## config.mk

```make
export PLATFORM = sky130hd
export DESIGN_NAME = dda_line_rasterizer_top
export DESIGN_NICKNAME = d
export VERILOG_FILES = /design/src/rtl/dda_lr_pkg.sv /design/src/rtl/dda_line_rasterizer_top.sv
export SDC_FILE = /design/constraint.sdc
export NUM_CORES = 1
export LEC_CHECK = 0
export BUFFER_PORTS_ARGS = -buffer_cell sky130_fd_sc_hd__buf_4
export CORE_UTILIZATION = 49
export DETAILED_ROUTE_END_ITERATION = 7
export HOLD_SLACK_MARGIN = 0.12
export MAX_ROUTING_LAYER = met4
export PLACE_DENSITY_LB_ADDON = 0.15
export SLEW_MARGIN = 20
export SYNTH_ARGS = -nofsm -noshare
export SYNTH_HDL_FRONTEND = slang
export SYNTH_SLANG_ARGS = --single-unit
```

## constraint.sdc

```tcl
create_clock -name clk -period 6.5 [get_ports clk]
set_clock_uncertainty 0.1 [all_clocks]
set_input_delay 1.3 -clock clk [delete_from_list [all_inputs] [get_ports clk]]
set_output_delay 1.3 -clock clk [all_outputs]
set_load 0.05 [all_outputs]
```

## src/rtl/dda_lr_pkg.sv

```systemverilog
`timescale 1ns / 1ps

package dda_lr_pkg;

    localparam int COORD_BITS = 10;
    localparam int REM_BITS   = COORD_BITS + 1;

    typedef logic [COORD_BITS-1:0] coord_t;
    typedef logic [REM_BITS-1:0]   rem_t;

    // input mode codes
    localparam logic MODE_LOAD    = 1'b0;
    localparam logic MODE_ADVANCE = 1'b1;

endpackage

```

## src/rtl/dda_line_rasterizer_top.sv

```systemverilog
// An accepted advance transaction's pixel is registered and appears at the outputs in the next cycle.
// Throughput: one transaction per cycle unless a held pixel drops in_ready; the segment state
// updates in the accept cycle, bounded by the remainder add and compare against the span.
// A load transaction produces no pixel; an advance with no segment active produces none.
// Reset (rst_n low, asynchronous) clears the segment state and the output valid.
`timescale 1ns / 1ps

module dda_line_rasterizer_top
    import dda_lr_pkg::*;
(
    input  logic   clk,
    input  logic   rst_n,

    input  logic   in_valid,
    output logic   in_ready,
    input  logic   mode,
    input  coord_t x_start,
    input  coord_t y_start,
    input  coord_t x_end,
    input  coord_t y_end,

    output logic   out_valid,
    input  logic   out_ready,
    output coord_t pixel_x,
    output coord_t pixel_y,
    output logic   last_pixel
);

    logic   active_reg,         active_next;
    logic   x_is_major_reg,     x_is_major_next;
    coord_t major_pos_reg,      major_pos_next;
    coord_t minor_pos_reg,      minor_pos_next;
    logic   major_negative_reg, major_negative_next;
    logic   minor_negative_reg, minor_negative_next;
    coord_t minor_delta_reg,    minor_delta_next;
    coord_t span_reg,           span_next;
    coord_t steps_left_reg,     steps_left_next;
    rem_t   remainder_reg,      remainder_next;

    logic   out_valid_reg,      out_valid_next;
    coord_t pixel_x_reg,        pixel_x_next;
    coord_t pixel_y_reg,        pixel_y_next;
    logic   last_pixel_reg,     last_pixel_next;

    logic   accept;
    logic   emit;
    logic   xneg;
    logic   yneg;
    coord_t ax;
    coord_t ay;
    coord_t minor_out;
    rem_t   rem_sum;
    logic   minor_step;

    assign in_ready   = !out_valid_reg || out_ready;
    assign accept     = in_valid && in_ready;
    assign emit       = accept && (mode == MODE_ADVANCE) && active_reg;

    assign out_valid  = out_valid_reg;
    assign pixel_x    = pixel_x_reg;
    assign pixel_y    = pixel_y_reg;
    assign last_pixel = last_pixel_reg;

    // endpoint differences for a load
    always_comb
    begin
        xneg = x_end < x_start;
        yneg = y_end < y_start;
        ax   = xneg ? (x_start - x_end) : (x_end - x_start);
        ay   = yneg ? (y_start - y_end) : (y_end - y_start);
    end

    // remainder accumulator and emitted minor coordinate
    always_comb
    begin
        rem_sum    = remainder_reg + {1'b0, minor_delta_reg};
        minor_step = rem_sum >= {1'b0, span_reg};
        minor_out  = minor_pos_reg;
        if (minor_negative_reg && (remainder_reg != '0))
        begin
            minor_out = minor_pos_reg - coord_t'(1);
        end
    end

    always_comb
    begin
        active_next         = active_reg;
        x_is_major_next     = x_is_major_reg;
        major_pos_next      = major_pos_reg;
        minor_pos_next      = minor_pos_reg;
        major_negative_next = major_negative_reg;
        minor_negative_next = minor_negative_reg;
        minor_delta_next    = minor_delta_reg;
        span_next           = span_reg;
        steps_left_next     = steps_left_reg;
        remainder_next      = remainder_reg;

        if (accept && (mode == MODE_LOAD))
        begin
            x_is_major_next = ax > ay;
            if (ax > ay)
            begin
                major_pos_next      = x_start;
                minor_pos_next      = y_start;
                major_negative_next = xneg;
                minor_negative_next = yneg;
                span_next           = ax;
                minor_delta_next    = ay;
                active_next         = ax != '0;
                steps_left_next     = ax;
            end
            else
            begin
                major_pos_next      = y_start;
                minor_pos_next      = x_start;
                major_negative_next = yneg;
                minor_negative_next = xneg;
                span_next           = ay;
                minor_delta_next    = ax;
                active_next         = ay != '0;
                steps_left_next     = ay;
            end
            remainder_next = '0;
        end
        else if (emit)
        begin
            major_pos_next = major_negative_reg ? (major_pos_reg - coord_t'(1))
                                                : (major_pos_reg + coord_t'(1));
            if (minor_step)
            begin
                remainder_next = rem_sum - {1'b0, span_reg};
                minor_pos_next = minor_negative_reg ? (minor_pos_reg - coord_t'(1))
                                                    : (minor_pos_reg + coord_t'(1));
            end
            else
            begin
                remainder_next = rem_sum;
            end
            steps_left_next = steps_left_reg - coord_t'(1);
            if (steps_left_reg == coord_t'(1))
            begin
                active_next = 1'b0;
            end
        end
    end

    // result register
    always_comb
    begin
        out_valid_next  = out_valid_reg;
        pixel_x_next    = pixel_x_reg;
        pixel_y_next    = pixel_y_reg;
        last_pixel_next = last_pixel_reg;
        if (emit)
        begin
            out_valid_next  = 1'b1;
            pixel_x_next    = x_is_major_reg ? major_pos_reg : minor_out;
            pixel_y_next    = x_is_major_reg ? minor_out : major_pos_reg;
            last_pixel_next = steps_left_reg == coord_t'(1);
        end
        else if (out_ready)
        begin
            out_valid_next = 1'b0;
        end
    end

    always_ff @(posedge clk or negedge rst_n)
    begin
        if (!rst_n)
        begin
            active_reg         <= 1'b0;
            x_is_major_reg     <= 1'b0;
            major_pos_reg      <= '0;
            minor_pos_reg      <= '0;
            major_negative_reg <= 1'b0;
            minor_negative_reg <= 1'b0;
            minor_delta_reg    <= '0;
            span_reg           <= '0;
            steps_left_reg     <= '0;
            remainder_reg      <= '0;
            out_valid_reg      <= 1'b0;
        end
        else
        begin
            active_reg         <= active_next;
            x_is_major_reg     <= x_is_major_next;
            major_pos_reg      <= major_pos_next;
            minor_pos_reg      <= minor_pos_next;
            major_negative_reg <= major_negative_next;
            minor_negative_reg <= minor_negative_next;
            minor_delta_reg    <= minor_delta_next;
            span_reg           <= span_next;
            steps_left_reg     <= steps_left_next;
            remainder_reg      <= remainder_next;
            out_valid_reg      <= out_valid_next;
        end
    end

    always_ff @(posedge clk)
    begin
        pixel_x_reg    <= pixel_x_next;
        pixel_y_reg    <= pixel_y_next;
        last_pixel_reg <= last_pixel_next;
    end

`ifndef SYNTHESIS
    a_active_span: assert property (@(posedge clk) disable iff (!rst_n)
        active_reg |-> (span_reg != '0))
        else $error("active segment with zero span");

    a_rem_below_span: assert property (@(posedge clk) disable iff (!rst_n)
        active_reg |-> (remainder_reg < {1'b0, span_reg}))
        else $error("remainder not below span");

    a_steps_nonzero: assert property (@(posedge clk) disable iff (!rst_n)
        active_reg |-> ((steps_left_reg != '0) && (steps_left_reg <= span_reg)))
        else $error("steps left out of range while active");

    a_emit_valid: assert property (@(posedge clk) disable iff (!rst_n)
        (in_valid && in_ready && (mode == MODE_ADVANCE) && active_reg) |=> out_valid)
        else $error("advance transaction produced no pixel");

    a_last_ends: assert property (@(posedge clk) disable iff (!rst_n)
        (emit && (steps_left_reg == coord_t'(1))) |=> !active_reg)
        else $error("segment still active after last pixel");
`endif

endmodule

```

### Yosys cells after proc, flatten, opt, wreduce, memory -nomap -nowiden

Cells that the tools add are included.

| storage, ports and cells | value |
|---|---|
| bits in registers | 87 |
| input port bits | 45 |
| output and inout bits | 23 |
| word-level logic and storage cells | 76 |

| operators by class | value |
|---|---|
| add/subtract/negate cells | 11 |
| $lt $le $gt $ge | 4 |
| equality and inequality tests | 1 |
| multiplexer cells | 29 |
| bitwise operators | 1 |
| reductions and logical operators | 16 |

Operator list:

| cell | count |
|---|---|
| $mux W10 | 18 |
| $sub A10 B10 Y10 | 4 |
| $mux W11 | 3 |
| $sub A10 B1 Y10 const B | 3 |
| $add A10 B1 Y10 const B | 2 |
| $lt A10 B10 Y1 | 2 |
| $reduce_bool A10 Y1 | 2 |
| $add A11 B10 Y11 | 1 |
| $ge A11 B10 Y1 | 1 |
| $reduce_bool A11 Y1 | 1 |
| $sub A11 B10 Y11 | 1 |
| $eq A10 B1 Y1 const B | 1 |
| $gt A10 B10 Y1 | 1 |
| $mux W1 | 8 |
| $reduce_bool A2 Y1 | 4 |
| $logic_and A1 B1 Y1 | 5 |
| $reduce_and A2 Y1 | 2 |
| $logic_not A1 Y1 | 1 |
| $logic_or A1 B1 Y1 | 1 |
| $not A1 Y1 | 1 |

### Logic depth before layout (Yosys ltp)

Gate-level depths: netlist of run 1.

| logic depth | value |
|---|---|
| depth after elaboration | 7 |
| gate-level depth with buffers | 22 |
| gate-level depth less buffers | 20 |

### Worst setup path after synthesis of run 1

OpenSTA, ideal clock, no wires.

| timing | value |
|---|---|
| path type | input-to-reg |
| start | input y_end[0] |
| end | register active_reg |
| setup time | 122 ps |
| arrival time | 5,334 ps |
| data required time | 6,278 ps |
| path slack | 945 ps |
| stages on the path | 20 |
| path buffers | 1 |
| cells stage by stage | inv_1 -> ha_1 -> inv_1 -> fa_1 -> a21o_1 -> a221o_2 -> a21o_1 -> buf_6 -> mux2i_1 -> xnor2_1 -> ha_1 -> a21o_1 -> a21o_1 -> a221o_1 -> a221o_1 -> nand2_1 -> nand3_1 -> a2111oi_2 -> nand4_1 -> a32o_1 |

| between the ends | value |
|---|---|
| word-level cells in the longest chain between the ends | 5 |
| elaborated cells between the ends (all ways) | 8 |
| those cells by class | 2 x add/sub; 2 x order compare; 3 x mux; 1 x reduce/logical |

RTL lines:

| element | line | RTL |
|---|---|---|
| start, declared | dda_line_rasterizer_top.sv:20 | `input coord_t y_end,` |
| $sub A10 B10 Y10 / $lt A10 B10 Y1 (equally long branches) | dda_line_rasterizer_top.sv:70, dda_line_rasterizer_top.sv:68 |  |
| $mux W10 * | dda_line_rasterizer_top.sv:70 | `ay = yneg ? (y_start - y_end) : (y_end - y_start);` |
| $gt A10 B10 Y1 / $reduce_bool A10 Y1 (equally long branches) | dda_line_rasterizer_top.sv:101, dda_line_rasterizer_top.sv:120 |  |
| $mux W1 * | dda_line_rasterizer_top.sv:101 | `if (ax > ay)` |
| $mux W1 * | dda_line_rasterizer_top.sv:98 | `if (accept && (mode == MODE_LOAD))` |
| end signal, assigned | dda_line_rasterizer_top.sv:185 | `active_reg <= active_next;` |
| end, declared | dda_line_rasterizer_top.sv:29 | `logic active_reg, active_next;` |

Mark *: on every way between the ends. The rest lies on a longest branch, timed or not.
A chain may end at the register's enable or synchronous reset.

### Worst setup path after layout of run 1

Same ends and word-level chain as after synthesis.

==> results.toml, run 1 <==
[floorplanning]
die_h_um = 128
ioPinCount = 68
rows = 45
core_sq_um = 15400
initial_core_util_pct = 50.8
die_area_sq_um = 16400
die_w_um = 128

[cts]
insertion_delay_ns = 0.35
tritoncts = "done"
clk_pin_slew_worst_paths_ns = 0.06
clk_path_buf_depth = 2
cts.sinks = 87
cts_made_buffers = 9
cts-htree-levels = 3
postCtsSetupBuffers = 0
postCtsHoldBufs = 0
post_cts_resized = 0
cts_root_buf = "clkbuf_16"

[sta]
rsz0062_at_grt = "no"
period_minus_slack_ns = 5.63
slew_headroom_pct = 43.4
timing.final.ws_setup_ns = 0.872
fmax_mhz = 178
fin_crit_sh_pct = 86.6
tns_ns = 0
drv_slew = 0
final-hold-violation-count = 0
max_slew.worst_pin.slew_ns = 0.849
setup_violations = 0

[flow_run]
max_cap_violations = 0

[power]
pwr-share-comb_pct = 63.6
swShare_pct = 48.1
internal_power_w = 0.00224
p_switching_w = 0.00207
peakVddDrop_v = 0.000269
sequentialPowerShare_pct = 23.5
powerDensity_nw_per_um2 = 489
leakage_nw = 4.07
clockPowerShare_pct = 12.9

[final_layout]
area_growth_pct = 13.1
final_cell_mix = "a21oi_1, inv_1, nand2_1"
num_antenna_cells = 0
layout-drive-gt1-share_pct = 12.4
final_cell_area_sq_um = 8820
nets = 1131
utilization_pct = 57.4
largest_reg_flops = 11
layout_commonest_cell = "a21oi_1"

[grt]
grt_max_degree = 67
antenna_found_initial = 0
gr-total-overflow = 0
grt_pass1_vias = 6270
grt_use_total_pct = 26.6
grt_pass1_wl_mm = 32.9

[critical_path]
worst_setup_path_start_kind = "primary input"
worstSetupPathType = "primary input to flip-flop"
crit_slowest_cell = "fa_1"
crit_chain = "buf_4 > inv_1 > ha_1 > inv_1 > fa_1 > a21o_1 > a221o_2 > a21o_1 > mux2i_1 > xnor2_1 > ha_1 > a21o_1 > a21o_1 > a221o_1 > a221o_1 > nand2_1 > nand3_1 > a2111oi_2 > nand4_1 > a32o_1"
required_ns = 6.63
critical-path-max-stage-delay_ns = 0.39
crit_path_end_kind = "flip-flop"
rr_startpoint = "minor_delta_reg[1]"
critPathMaxFanout = 7
cp_top_family = "compound AO/OA/AOI/OAI gates"
cpMostUsedCell = "a21o_1"
crit_arrival_ns = 5.76
crit_start = "y_end[0]"
path_buf_inv = 3

[place]
portBuffers = 67
dpl_worst_slack_ns = 0.495
dp_hpwl_mm = 15.7
place.gp.congestion = 0.960
dpl_cell_area_sq_um = 8500

[drt]
drt_wl_total_mm = 20.1
drc = 0
vias_per_cell = 5.61
first_pass_iters = 6
drtAntennaViolNets = 0
drt_iter0_drc = 385
num_vias = 6812
wl_per_cell_um = 16.5

[logic_synthesis]
synth_area_per_cell_sq_um = 8.19
synth-edff-count = 21
synthAdderAreaFrac_pct = 14.6
synthMuxAreaShare_pct = 3.79
synthSimpleGateAreaFrac_pct = 16.5
synth-compound-area-share_pct = 22.8
synth_top_family_by_area = "compound AO/OA/AOI/OAI gates"
yosysWarnings = 0
synth-seq-cells = 87
ys_seq_area_share_pct = 29.3
syn_nets = 1084
ys_async_sr_fraction_pct = 75.9
syn_inst = 952
yosysUniqueCellTypes = 72
synth-xor-area-share_pct = 6.40
synth_top_flop_cell = "dfrtp_1"
syn_area_sq_um = 7800

[worst_hold_path]
hold_start = "active_reg"
hp-class = "flip-flop to flip-flop"

[status]
outcome = "finished, final reports clean"
## cell usage after synthesis (6+ instances only)
library cell | n | area, sq um
dfrtp_1 | 66 | 1650
ha_1 | 80 | 1000
nand2_1 | 86 | 323
mux2_2 | 9 | 101
o211ai_1 | 10 | 75.1
o21ai_1 | 23 | 115
a21oi_1 | 100 | 500
a31oi_1 | 11 | 68.8
o21ai_0 | 49 | 245
nor3_1 | 17 | 85.1
nor2_1 | 79 | 297
edfxtp_1 | 21 | 631
inv_1 | 92 | 345
nand3_1 | 24 | 120
fa_1 | 7 | 140
nor2b_1 | 16 | 100
nor4_1 | 10 | 62.6
and3_1 | 7 | 43.8
a21o_1 | 23 | 173
a211oi_1 | 14 | 105
nand4_1 | 7 | 43.8
nand2b_1 | 6 | 37.5
clkbuf_1 | 37 | 139
o21a_1 | 7 | 52.6
xor2_1 | 20 | 175
mux2i_1 | 18 | 180
xnor2_1 | 37 | 324
## routing by layer
metal	vias to the layer above	track usage, %	wire [um]
li1	3459	-	-
met1	3111	36.7	9520
met2	215	40.2	8870
met3	27	3.67	1190
met4	0	8.65	518
met5	-	-	0
## power groups by stage
stage | Sequential, W | Clock (W) | Combinational, W
after floorplan | 0.000993 | 0 | 0.00207
after global placement | 0.00102 | 0 | 0.00267
after detailed placement | 0.00102 | 0 | 0.00269
after CTS | 0.00101 | 0.000564 | 0.00272
after global routing | 0.00104 | 0.000590 | 0.00305
final | 0.00101 | 0.000558 | 0.00274
## final cells by class
cell class,count,area [sq um]
fillers,1418,6550
multi-input cells,731,5010
well taps,211,264
flip-flops and latches,87,2280
inverters,92,345
clock inverters,5,58.8
repair buffers,78,598
clock buffers,11,264
## stage by stage
| stage | power, W | hold slack (ns) | cells |
|---|---|---|---|
| finish | 0.00431 | 0.393 | 1215 |
| global route | 0.00469 | 0.420 | 1215 |
| CTS | 0.00430 | 0.396 | 1215 |
| detailed placement | 0.00371 | 0.382 | 1199 |
| global placement | 0.00369 | 0.378 | 1199 |
| floorplan | 0.00306 | 0.353 | 952 |
## worst reg2reg max path, cell delays in order (launching register included)
cell and delay [ns]:
dfrtp_1 0.43, ha_1 0.31, a21o_1 0.16, a21oi_1 0.22, o21bai_1 0.12, a21oi_1 0.25, o21ai_0 0.24, o311ai_0 0.63
ha_1 0.40, nand4_1 0.09, o311a_1 0.55, and2_1 0.47, o21ai_0 0.15, a21o_1 0.19
## logic make-up (layout without fill, tap and decap cells)
| kind of cell | count (synthesis) | after routing |
|---|---|---|
| flip-flops | 87 | 87 |
| XOR/XNOR | 57 | 57 |
| AO/OA/AOI/OAI | 285 | 285 |
| adder cells (fa/ha/maj) | 87 | 87 |
| buffers and inverters | 134 | 186 |
| multiplexers | 28 | 28 |
| AND/OR/NAND/NOR | 274 | 274 |
## worst paths after layout
kind	endpoint	slack (ns)	cells past startpoint
max	active_reg	0.87	20
min	active_reg	0.39	1
max reg2reg	remainder_reg[10]	2.09	13
min reg2reg	active_reg	0.39	1
max in group asynchronous	minor_delta_reg[0]	4.78	1
min in group asynchronous	remainder_reg[8]	0.96	1
No activity file was read; power rests on OpenSTA's default activity.
==> run 2: changes to the inputs <==
CORE_UTILIZATION = 66   (was 49)
==> results.toml, run 2 (synthesis results as in run 1) <==
[cts]
post_cts_resized = 0
clk_path_buf_depth = 2
cts_made_buffers = 9
cts-htree-levels = 3
cts.sinks = 87
clk_pin_slew_worst_paths_ns = 0.06
tritoncts = "done"
insertion_delay_ns = 0.34
postCtsSetupBuffers = 0
postCtsHoldBufs = 0
cts_root_buf = "clkbuf_16"

[drt]
drt_wl_total_mm = 19.6
drt_iter0_drc = 700
first_pass_iters = 5
drc = 0
wl_per_cell_um = 17.1
vias_per_cell = 6.18
num_vias = 7086
drtAntennaViolNets = 0

[critical_path]
reg2reg_slack_ns = 2.17
cp_top_family = "compound AO/OA/AOI/OAI gates"
rr_startpoint = "remainder_reg[1]"
cpMostUsedCell = "inv_1"
crit_chain = "buf_4 > inv_1 > ha_1 > inv_1 > fa_1 > a21o_1 > a221o_2 > a21oi_2 > mux2_2 > a31oi_1 > xnor2_1 > inv_1 > ha_1 > and4_1 > a221o_1 > and2_1 > nor2_1 > a211oi_1 > a21oi_1 > o31a_1"
crit_slowest_cell = "and2_1"
crit_path_end_kind = "flip-flop"
r2r_cells = 13
critical-path-max-stage-delay_ns = 0.55
path_buf_inv = 4
r2r-end = "remainder_reg[10]"
worst_setup_path_start_kind = "primary input"
required_ns = 6.62
crit_arrival_ns = 5.98
worstSetupPathType = "primary input to flip-flop"
critPathMaxFanout = 21

[floorplanning]
die_area_sq_um = 12300
rows = 39
die_w_um = 111
die_h_um = 111
core_sq_um = 11500
initial_core_util_pct = 68.0
ioPinCount = 68

[sta]
max_slew.worst_pin.slew_ns = 1.06
final-hold-violation-count = 0
setup_violations = 0
fmax_mhz = 171
drv_slew = 0
tns_ns = 0
rsz0062_at_grt = "no"
period_minus_slack_ns = 5.86
slew_headroom_pct = 29.1
fin_crit_sh_pct = 90.2

[power]
leakage_nw = 4.04
powerDensity_nw_per_um2 = 490
peakVddDrop_v = 0.000514

[grt]
grt_pass1_wl_mm = 32.7
antenna_found_initial = 0
gr-total-overflow = 0
grt_max_degree = 67
grt_pass1_vias = 6737
grt_use_total_pct = 34.3

[final_layout]
nFillCells = 911
utilization_pct = 75.7
largest_reg_flops = 11
num_antenna_cells = 0
nets = 1130
area_growth_pct = 11.3
layout-drive-gt1-share_pct = 12.2
layout_commonest_cell = "a21oi_1"
final_cell_mix = "a21oi_1, inv_1, nand2_1"

[worst_hold_path]
hold_path_depth = 2
hold_path_end = "minor_delta_reg[5]"
hold_start = "minor_delta_reg[5]"
hp-class = "flip-flop to flip-flop"

[place]
portBuffers = 67
dp_hpwl_mm = 15.1
place.gp.congestion = 0.996

[status]
outcome = "finished, final reports clean"

[flow_run]
max_cap_violations = 0
run 2: per-layer routing:
layer / wire length, um / GRT usage (%)
met2: 8950 / 53.2
met5: 0 / -
met3: 1380 / 4.16
met1: 8550 / 45.6
met4: 746 / 14.4
run 2: power by group:
group          switching (W)  internal, W
logic                0.00164      0.00111
clock network       0.000213     0.000281
registers           0.000223     0.000793
total                0.00207      0.00218
run 2: layout make-up:
| type | instances | area, sq um | share of cell area (%) |
|---|---|---|---|
| clock inverters | 4 | 27.5 | 0.317 |
| repair buffers | 77 | 578 | 6.66 |
| multi-input cells | 731 | 5010 | 57.7 |
| inverters | 92 | 345 | 3.98 |
| well taps | 143 | 179 | 2.06 |
| clock buffers | 12 | 256 | 2.96 |
| flip-flops and latches | 87 | 2280 | 26.3 |
run 2: worst max path at each step:
stage                     slack (ns)      from  cells past startpoint                end
final                           0.64  y_end[0]                     20   minor_pos_reg[1]
after global routing            0.37  y_end[0]                     20  steps_left_reg[2]
after CTS                       0.74  y_end[0]                     19   minor_pos_reg[1]
after detailed placement        0.36  y_end[0]                     20   minor_pos_reg[1]
after global placement          0.47  y_end[0]                     19   minor_pos_reg[1]
after floorplan                 0.94  y_end[0]                     20         active_reg
run 2: per-stage QoR:
step | worst slack, ns | total power [W] | instance area [sq um] | cells | hold WS (ns)
floorplan | 0.945 | 0.00306 | 7800 | 952 | 0.353
global placement | 0.466 | 0.00363 | 8400 | 1130 | 0.373
detailed placement | 0.357 | 0.00368 | 8400 | 1130 | 0.383
CTS | 0.739 | 0.00421 | 8680 | 1146 | 0.402
global route | 0.369 | 0.00460 | 8680 | 1146 | 0.455
finish | 0.639 | 0.00425 | 8680 | 1146 | 0.400
run 2: tightest hold or removal path, delay by kind of cell (launching register included):
family | cells | cell delay [ns]
flops | 1 | 0.36
compound gates | 1 | 0.06
simple gates | 1 | 0.05
